[src/sv/jeg_pkg.sv]
package jeg_pkg;

  // Verdict codes
  localparam logic [2:0] VERDICT_UNKNOWN = 3'd0;
  localparam logic [2:0] VERDICT_JIS     = 3'd1;
  localparam logic [2:0] VERDICT_EUC     = 3'd2;
  localparam logic [2:0] VERDICT_SJIS    = 3'd3;
  localparam logic [2:0] VERDICT_BINARY  = 3'd4;

  // Scan mode codes
  localparam logic [2:0] MODE_TOP  = 3'd0;
  localparam logic [2:0] MODE_SS2  = 3'd1;
  localparam logic [2:0] MODE_A1DF = 3'd2;
  localparam logic [2:0] MODE_KANA = 3'd3;
  localparam logic [2:0] MODE_E0EF = 3'd4;

  localparam logic [7:0] PAIR_LEAD  = 8'ha4;
  localparam logic [7:0] SS2_BYTE   = 8'h8e;
  localparam logic [7:0] ESC_BYTE   = 8'h1b;
  localparam logic [7:0] DEL_BYTE   = 8'h7f;
  localparam logic [7:0] FF_BYTE    = 8'hff;
  localparam logic [7:0] CTRL_LIMIT = 8'd6;
  localparam logic [3:0] PAIR_LIMIT = 4'd6;

  typedef struct packed {
    logic [2:0] mode;
    logic [2:0] pair_cnt;
    logic       first_pending;
    logic       verdict_given;
  } jeg_state_t;

  localparam jeg_state_t STATE_RESET = '{
    mode:          MODE_TOP,
    pair_cnt:      3'd0,
    first_pending: 1'b1,
    verdict_given: 1'b0
  };

  function automatic logic in_rng(logic [7:0] b, logic [7:0] lo, logic [7:0] hi);
    return (b >= lo) && (b <= hi);
  endfunction

endpackage

[src/sv/jeg_classifier.sv]
module jeg_classifier import jeg_pkg::*; (
  input  jeg_state_t cur_i,
  input  logic [7:0] data_byte_i,
  input  logic       byte_present_i,
  input  logic       end_of_text_i,
  output jeg_state_t nxt_o,
  output logic       res_valid_o,
  output logic [2:0] verdict_o
);

  logic [3:0] pc;
  logic       sjis_lead;
  logic       cls_hit;
  logic [2:0] cls_verdict;
  logic [2:0] cls_mode;
  logic       ctr_euc;
  logic [7:0] b;

  assign b = data_byte_i;
  assign sjis_lead = in_rng(b, 8'h81, 8'h8d) || in_rng(b, 8'h8f, 8'h9f);

  // Byte classification in the current scan mode
  always_comb begin
    cls_hit     = 1'b0;
    cls_verdict = VERDICT_UNKNOWN;
    cls_mode    = MODE_TOP;
    case (cur_i.mode)
      MODE_SS2: begin
        if (in_rng(b, 8'h40, 8'h7e) || in_rng(b, 8'h80, 8'ha0) || in_rng(b, 8'he0, 8'hfc)) begin
          cls_hit     = 1'b1;
          cls_verdict = VERDICT_SJIS;
        end
      end
      MODE_A1DF: begin
        if (in_rng(b, 8'hf0, 8'hfe)) begin
          cls_hit     = 1'b1;
          cls_verdict = VERDICT_EUC;
        end else if (in_rng(b, 8'he0, 8'hef)) begin
          cls_mode = MODE_KANA;
        end else if (b <= 8'h9f) begin
          cls_hit     = 1'b1;
          cls_verdict = VERDICT_SJIS;
        end
      end
      MODE_KANA: begin
        cls_mode = MODE_KANA;
        if (b < 8'h40) begin
          cls_mode = MODE_TOP;
        end else if (sjis_lead) begin
          cls_hit     = 1'b1;
          cls_verdict = VERDICT_SJIS;
        end else if (in_rng(b, 8'hfd, 8'hfe)) begin
          cls_hit     = 1'b1;
          cls_verdict = VERDICT_EUC;
        end
      end
      MODE_E0EF: begin
        if (in_rng(b, 8'h40, 8'h7e) || in_rng(b, 8'h80, 8'ha0)) begin
          cls_hit     = 1'b1;
          cls_verdict = VERDICT_SJIS;
        end else if (in_rng(b, 8'hfd, 8'hfe)) begin
          cls_hit     = 1'b1;
          cls_verdict = VERDICT_EUC;
        end
      end
      default: begin
        // top level; unused codes behave the same
        if (b == ESC_BYTE) begin
          cls_hit     = 1'b1;
          cls_verdict = VERDICT_JIS;
        end else if (b < CTRL_LIMIT || b == DEL_BYTE || b == FF_BYTE) begin
          cls_hit     = 1'b1;
          cls_verdict = VERDICT_BINARY;
        end else if (sjis_lead) begin
          cls_hit     = 1'b1;
          cls_verdict = VERDICT_SJIS;
        end else if (b == SS2_BYTE) begin
          cls_mode = MODE_SS2;
        end else if (in_rng(b, 8'ha1, 8'hdf)) begin
          cls_mode = MODE_A1DF;
        end else if (in_rng(b, 8'hf0, 8'hfe)) begin
          cls_hit     = 1'b1;
          cls_verdict = VERDICT_EUC;
        end else if (in_rng(b, 8'he0, 8'hef)) begin
          cls_mode = MODE_E0EF;
        end
      end
    endcase
  end

  // Pair counter: odd positions must be 0xa4, six in a row calls EUC
  always_comb begin
    pc = {1'b0, cur_i.pair_cnt} + 4'd1;
    if (pc[0] && (b != PAIR_LEAD)) begin
      pc = 4'd0;
    end
    ctr_euc = (pc >= PAIR_LIMIT);
    if (ctr_euc) begin
      pc = 4'd0;
    end
  end

  always_comb begin
    nxt_o       = cur_i;
    res_valid_o = 1'b0;
    verdict_o   = VERDICT_UNKNOWN;
    if (byte_present_i && !cur_i.verdict_given) begin
      if (cur_i.first_pending) begin
        nxt_o.pair_cnt      = (b == PAIR_LEAD) ? 3'd1 : 3'd0;
        nxt_o.first_pending = 1'b0;
      end else begin
        nxt_o.pair_cnt = pc[2:0];
      end
      if (!cur_i.first_pending && ctr_euc) begin
        res_valid_o = 1'b1;
        verdict_o   = VERDICT_EUC;
      end else begin
        nxt_o.mode  = cls_mode;
        res_valid_o = cls_hit;
        verdict_o   = cls_verdict;
      end
      nxt_o.verdict_given = res_valid_o;
    end
    if (end_of_text_i) begin
      if (!nxt_o.verdict_given) begin
        res_valid_o = 1'b1;
        verdict_o   = VERDICT_UNKNOWN;
      end
      nxt_o = STATE_RESET;
    end
  end

endmodule

[src/sv/jeg_out_buf.sv]
module jeg_out_buf import jeg_pkg::*; (
  input  logic       clk_i,
  input  logic       rst_ni,
  input  logic       push_i,
  input  logic [2:0] push_verdict_i,
  output logic       full_o,
  output logic       out_valid_o,
  input  logic       out_stall_i,
  output logic [2:0] verdict_o
);

  logic       out_valid_q, out_valid_d;
  logic       skid_valid_q, skid_valid_d;
  logic [2:0] out_q, out_d;
  logic [2:0] skid_q, skid_d;
  logic       pop;

  assign pop = out_valid_q && !out_stall_i;

  always_comb begin
    out_valid_d  = out_valid_q;
    skid_valid_d = skid_valid_q;
    out_d        = out_q;
    skid_d       = skid_q;
    if (skid_valid_q) begin
      // no push can arrive while the skid slot is occupied
      if (pop) begin
        out_d        = skid_q;
        skid_valid_d = 1'b0;
      end
    end else if (push_i) begin
      if (!out_valid_q || pop) begin
        out_d       = push_verdict_i;
        out_valid_d = 1'b1;
      end else begin
        skid_d       = push_verdict_i;
        skid_valid_d = 1'b1;
      end
    end else if (pop) begin
      out_valid_d = 1'b0;
    end
  end

  always_ff @(posedge clk_i or negedge rst_ni) begin
    if (!rst_ni) begin
      out_valid_q  <= 1'b0;
      skid_valid_q <= 1'b0;
    end else begin
      out_valid_q  <= out_valid_d;
      skid_valid_q <= skid_valid_d;
    end
  end

  always_ff @(posedge clk_i) begin
    out_q  <= out_d;
    skid_q <= skid_d;
  end

  assign full_o      = skid_valid_q;
  assign out_valid_o = out_valid_q;
  assign verdict_o   = out_q;

endmodule

[src/sv/japanese_encoding_guesser.sv]
// Guesses the Japanese encoding of a byte stream: one item per text byte, the
// last marked by end_of_text_i (an item with byte_present_i low ends an empty
// text). At most one verdict comes out per text: JIS, EUC, SJIS or binary
// as soon as a byte settles it, or unknown on the end item of an undecided text.
// Bytes after a verdict are dropped. One item is taken every cycle while in_stall_o
// is low; each item is held in the input register, and its verdict is then
// registered in the output buffer. A two-entry output buffer absorbs stalls, and
// in_stall_o rises only when both entries are full and an item is waiting.
module japanese_encoding_guesser import jeg_pkg::*; (
  input  logic       clk_i,
  input  logic       rst_ni,
  input  logic       in_valid_i,
  output logic       in_stall_o,
  input  logic [7:0] data_byte_i,
  input  logic       byte_present_i,
  input  logic       end_of_text_i,
  output logic       out_valid_o,
  input  logic       out_stall_i,
  output logic [2:0] verdict_o
);

  logic       in_valid_q, in_valid_d;
  logic [7:0] byte_q;
  logic       present_q;
  logic       eot_q;
  jeg_state_t state_q, state_d;
  logic       res_valid;
  logic [2:0] res_verdict;
  logic       buf_full;
  logic       fire;
  logic       accept;

  assign fire       = in_valid_q && !buf_full;
  assign in_stall_o = in_valid_q && buf_full;
  assign accept     = in_valid_i && !in_stall_o;

  always_comb begin
    in_valid_d = in_valid_q;
    if (accept) begin
      in_valid_d = 1'b1;
    end else if (fire) begin
      in_valid_d = 1'b0;
    end
  end

  always_ff @(posedge clk_i or negedge rst_ni) begin
    if (!rst_ni) begin
      in_valid_q <= 1'b0;
      state_q    <= STATE_RESET;
    end else begin
      in_valid_q <= in_valid_d;
      if (fire) begin
        state_q <= state_d;
      end
    end
  end

  always_ff @(posedge clk_i) begin
    if (accept) begin
      byte_q    <= data_byte_i;
      present_q <= byte_present_i;
      eot_q     <= end_of_text_i;
    end
  end

  jeg_classifier u_classifier (
    .cur_i          (state_q),
    .data_byte_i    (byte_q),
    .byte_present_i (present_q),
    .end_of_text_i  (eot_q),
    .nxt_o          (state_d),
    .res_valid_o    (res_valid),
    .verdict_o      (res_verdict)
  );

  jeg_out_buf u_out_buf (
    .clk_i          (clk_i),
    .rst_ni         (rst_ni),
    .push_i         (fire && res_valid),
    .push_verdict_i (res_verdict),
    .full_o         (buf_full),
    .out_valid_o    (out_valid_o),
    .out_stall_i    (out_stall_i),
    .verdict_o      (verdict_o)
  );

endmodule

[config.mk]
export PLATFORM = sky130hd
export DESIGN_NAME = japanese_encoding_guesser
export DESIGN_NICKNAME = d
export VERILOG_FILES = /design/src/sv/jeg_pkg.sv /design/src/sv/jeg_classifier.sv /design/src/sv/jeg_out_buf.sv /design/src/sv/japanese_encoding_guesser.sv
export SDC_FILE = /design/constraint.sdc
export NUM_CORES = 1
export LEC_CHECK = 0
export BUFFER_PORTS_ARGS = -buffer_cell sky130_fd_sc_hd__buf_2
export CAP_MARGIN = 25
export CORE_ASPECT_RATIO = 0.8
export CORE_MARGIN = 8
export CORE_UTILIZATION = 52
export DETAILED_ROUTE_END_ITERATION = 8
export PLACE_DENSITY_LB_ADDON = 0.25
export SYNTH_ARGS = -nofsm -noshare
export SYNTH_HDL_FRONTEND = slang
export SYNTH_SLANG_ARGS = --single-unit
[constraint.sdc]
create_clock -name clk_i -period 2.7 [get_ports clk_i]
set_clock_uncertainty 0.05 [all_clocks]
set_input_delay 0.27 -clock clk_i [delete_from_list [all_inputs] [get_ports clk_i]]
set_output_delay 0.27 -clock clk_i [all_outputs]
set_load 0.01 [all_outputs]
==> impl_results.md <==
* Outcome: finished, final reports clean
* Final non-filler cell total at 233
* Fill cells at 242
* Initial DRC Count at 254
* Initial antenna violation count at 0
* TritonCTS Sinks at 27
* Worst-path clk slew at 0.09 ns
* Final WS setup at 0.112 ns
* PwrDens at 496 nW/um^2
* Total congestion overflow at 0
* Worst-Margin Slew at 0.817 ns
* Hold endpoint: byte_q[7]$_DFFE_PP_
* GRT Resource Usage Total at 15.3%
* Wire per inst at 15.8 um
* Crit path kind: reg -> reg
* Worst EP required at 2.59 ns
* Final Cell Area at 1910 sq um
* Reg2Reg Capture Point: u_out_buf.skid_q[2]$_DFFE_PP_
* Clock tree buffer depth at 2
* Vias at 1411
* Root Buffer: clkbuf_8
* Syn Area/Cell at 9.81 sq um
* Remaining DRCs at 0
* RSZ-0062 raised after global routing: false
* IO Count at 19
* Vias in the first global route at 1431
* Setup TNS at 0 ns
* Dominant cells by area after synthesis: edfxtp_1 28%, dfrtp_1 15%, nor2_1 4.0%
* Most frequent cell after synthesis: nor2_1
* Endpoint type of the worst setup path: register
* Synthesized instance count at 172
* Worst path arrival time at 2.48 ns
* Largest net degree at the start of global routing at 15
* Layout cell share with drive strength beyond 1 at 26.4%
* Top cell type's share of synthesized area at 28.5%
* Post-CTS setup repair buffer count at 0
* Max_slew headroom at 45.5%
* Hold depth at 1
* CTS tree: done
* Placed cells at 228
* Final slew viol count at 0
* Vias/cell at 6.06
* FF-to-FF setup slack at 0.11 ns
* Hold path start: data_byte_i[7]
* GP Congestion at 1.02
* EDFF count, synth at 16
* H-tree level count at 1
* Number of buffers created by CTS at 3
* Crit path max fanout at 5
* Synth warn at 0
* Reg2reg start: byte_q[4]$_DFFE_PP_
* Post-Syn Nets at 188
* Reg2Reg Depth at 6
* Antenna cells at 0
* Area added between synthesis and finish at 12.9%
* Pleak at 0.768 nW
* Synth cell count leaders: 18 x nor2_1, 16 x edfxtp_1, 15 x nand2_1, 11 x o21ai_0
* Hold_ws at 0.121 ns
* Post-DP HPWL at 2950 um
* Number of core rows at 18
* Antenna-violating nets left at 0
* Peak supply drop at 452 uV
* Core ar. at 3090 sq um
* Mapped cell area at 1690 sq um
* Final Hold Viols at 0
* Chip width at 79.7 um
* Yosys reg bits at 27
* Worst-skew pair later-pin latency at 0.27 ns
* Final Setup Violations at 0
* Min-Delay Path Class: in -> reg
* Die area at 5340 sq um
* First-pass GRT wire length at 6580 um
* Sequential area share after synthesis at 44.8%
* PortBufs at 18
* Final Cycle Share at 95.9%
* Clock period minus worst slack at 2.59 ns
* Asr flop ratio synth at 40.7%
* CP Launch Type: register
* Synth cell types at 55
* Post-synth top area cell: edfxtp_1
* Initial Util at 54.7%
* Setup slack after placement at 0.109 ns
* Total of max-cap violations at 0
* Die Y at 67.0 um
* WL final at 3680 um
* Pre-Repair DR Iteration Count at 4
* Top FF cell, synth: edfxtp_1
* Fmax at 0.386 GHz
* Area after DPL at 1840 sq um
* Final nets at 210
[worst max-delay path, cell delays in order, from the launching register on]
cell,delay (ns)
edfxtp_1,0.43
or4_4,0.57
o31ai_2,0.26
a2111oi_0,0.13
o32ai_2,0.37
nor2_2,0.14
a21oi_1,0.31
[registers in the layout (all words and copies together) (netlist names)]
signal	cells
byte_q	8
eot_q	1
in_valid_q	1
present_q	1
state_q	8
u_out_buf.full_o	1
u_out_buf.out_valid_o	1
u_out_buf.skid_q	3
u_out_buf.verdict_o	3
[report_power, final]
group	internal [mW]	switching [mW]
combinational	0.0865	0.119
clock	0.106	0.120
sequential	0.477	0.0369
[final cells by class]
cell class,count,area (sq um),share of cell area (%)
Clock buffer,4,45.0,2.36
Tap cell,40,50.0,2.63
Inverter,9,33.8,1.77
Multi-Input combinational cell,127,867,45.5
Sequential cell,27,757,39.7
Timing Repair Buffer,26,153,8.01
[metal layers]
| metal | track usage, % | part of all wire (%) |
|---|---|---|
| met5 | 0 | 0 |
| met4 | 6.22 | 1.7 |
| met3 | 3.63 | 9.8 |
| met2 | 23.5 | 42 |
| met1 | 20.3 | 46 |
[stage by stage]
step,power (mW),util [%]
after floorplan,0.654,-
after global placement,0.708,59.5
after detailed placement,0.717,59.5
after CTS,0.936,61.3
after global routing,0.997,61.8
final,0.944,61.8
[cells in the final DEF (no fill, tap or decap), types with 3 or more instances in the layout]
cell      netlist  layout
dfrtp_1        10      10
buf_2           0      18
a31oi_1         4       4
a21oi_1        10      10
clkbuf_8        0       3
inv_1           9       9
edfxtp_1       16      16
buf_4           0       7
nor2_1         18      17
o21ai_0        11      11
a211oi_1        4       4
mux2_2          6       6
nand2_1        15      15
nand2b_1        4       4
nand3_1         6       6
[worst max-delay path by stage]
stage	end	slack [ns]	cells after the start	startpoint
detailed placement	u_out_buf.verdict_o[0]$_DFFE_PP_	0.11	6	byte_q[4]$_DFFE_PP_
finish	u_out_buf.skid_q[2]$_DFFE_PP_	0.11	6	byte_q[4]$_DFFE_PP_
floorplan	u_out_buf.verdict_o[0]$_DFFE_PP_	0.13	7	byte_q[4]$_DFFE_PP_
CTS	u_out_buf.verdict_o[0]$_DFFE_PP_	0.09	6	byte_q[4]$_DFFE_PP_
global route	u_out_buf.verdict_o[1]$_DFFE_PP_	0.004	6	byte_q[4]$_DFFE_PP_
global placement	u_out_buf.verdict_o[2]$_DFFE_PP_	0.17	6	byte_q[4]$_DFFE_PP_
[cells by family after synthesis]
group / share of synthesized area, %
simple gates: 20.7
compound gates: 22.4
flops: 44.8
buf+inv: 4.60
mux: 5.49
fa+ha+maj: 1.48
xor+xnor: 0.519
[repair_timing]
action                     CTS  global route
hold endpoints to repair    10             0
resized for setup            0             2
setup endpoints to repair    0             6
hold buffers                 1             0
Power figures use the tool's default switching activity.
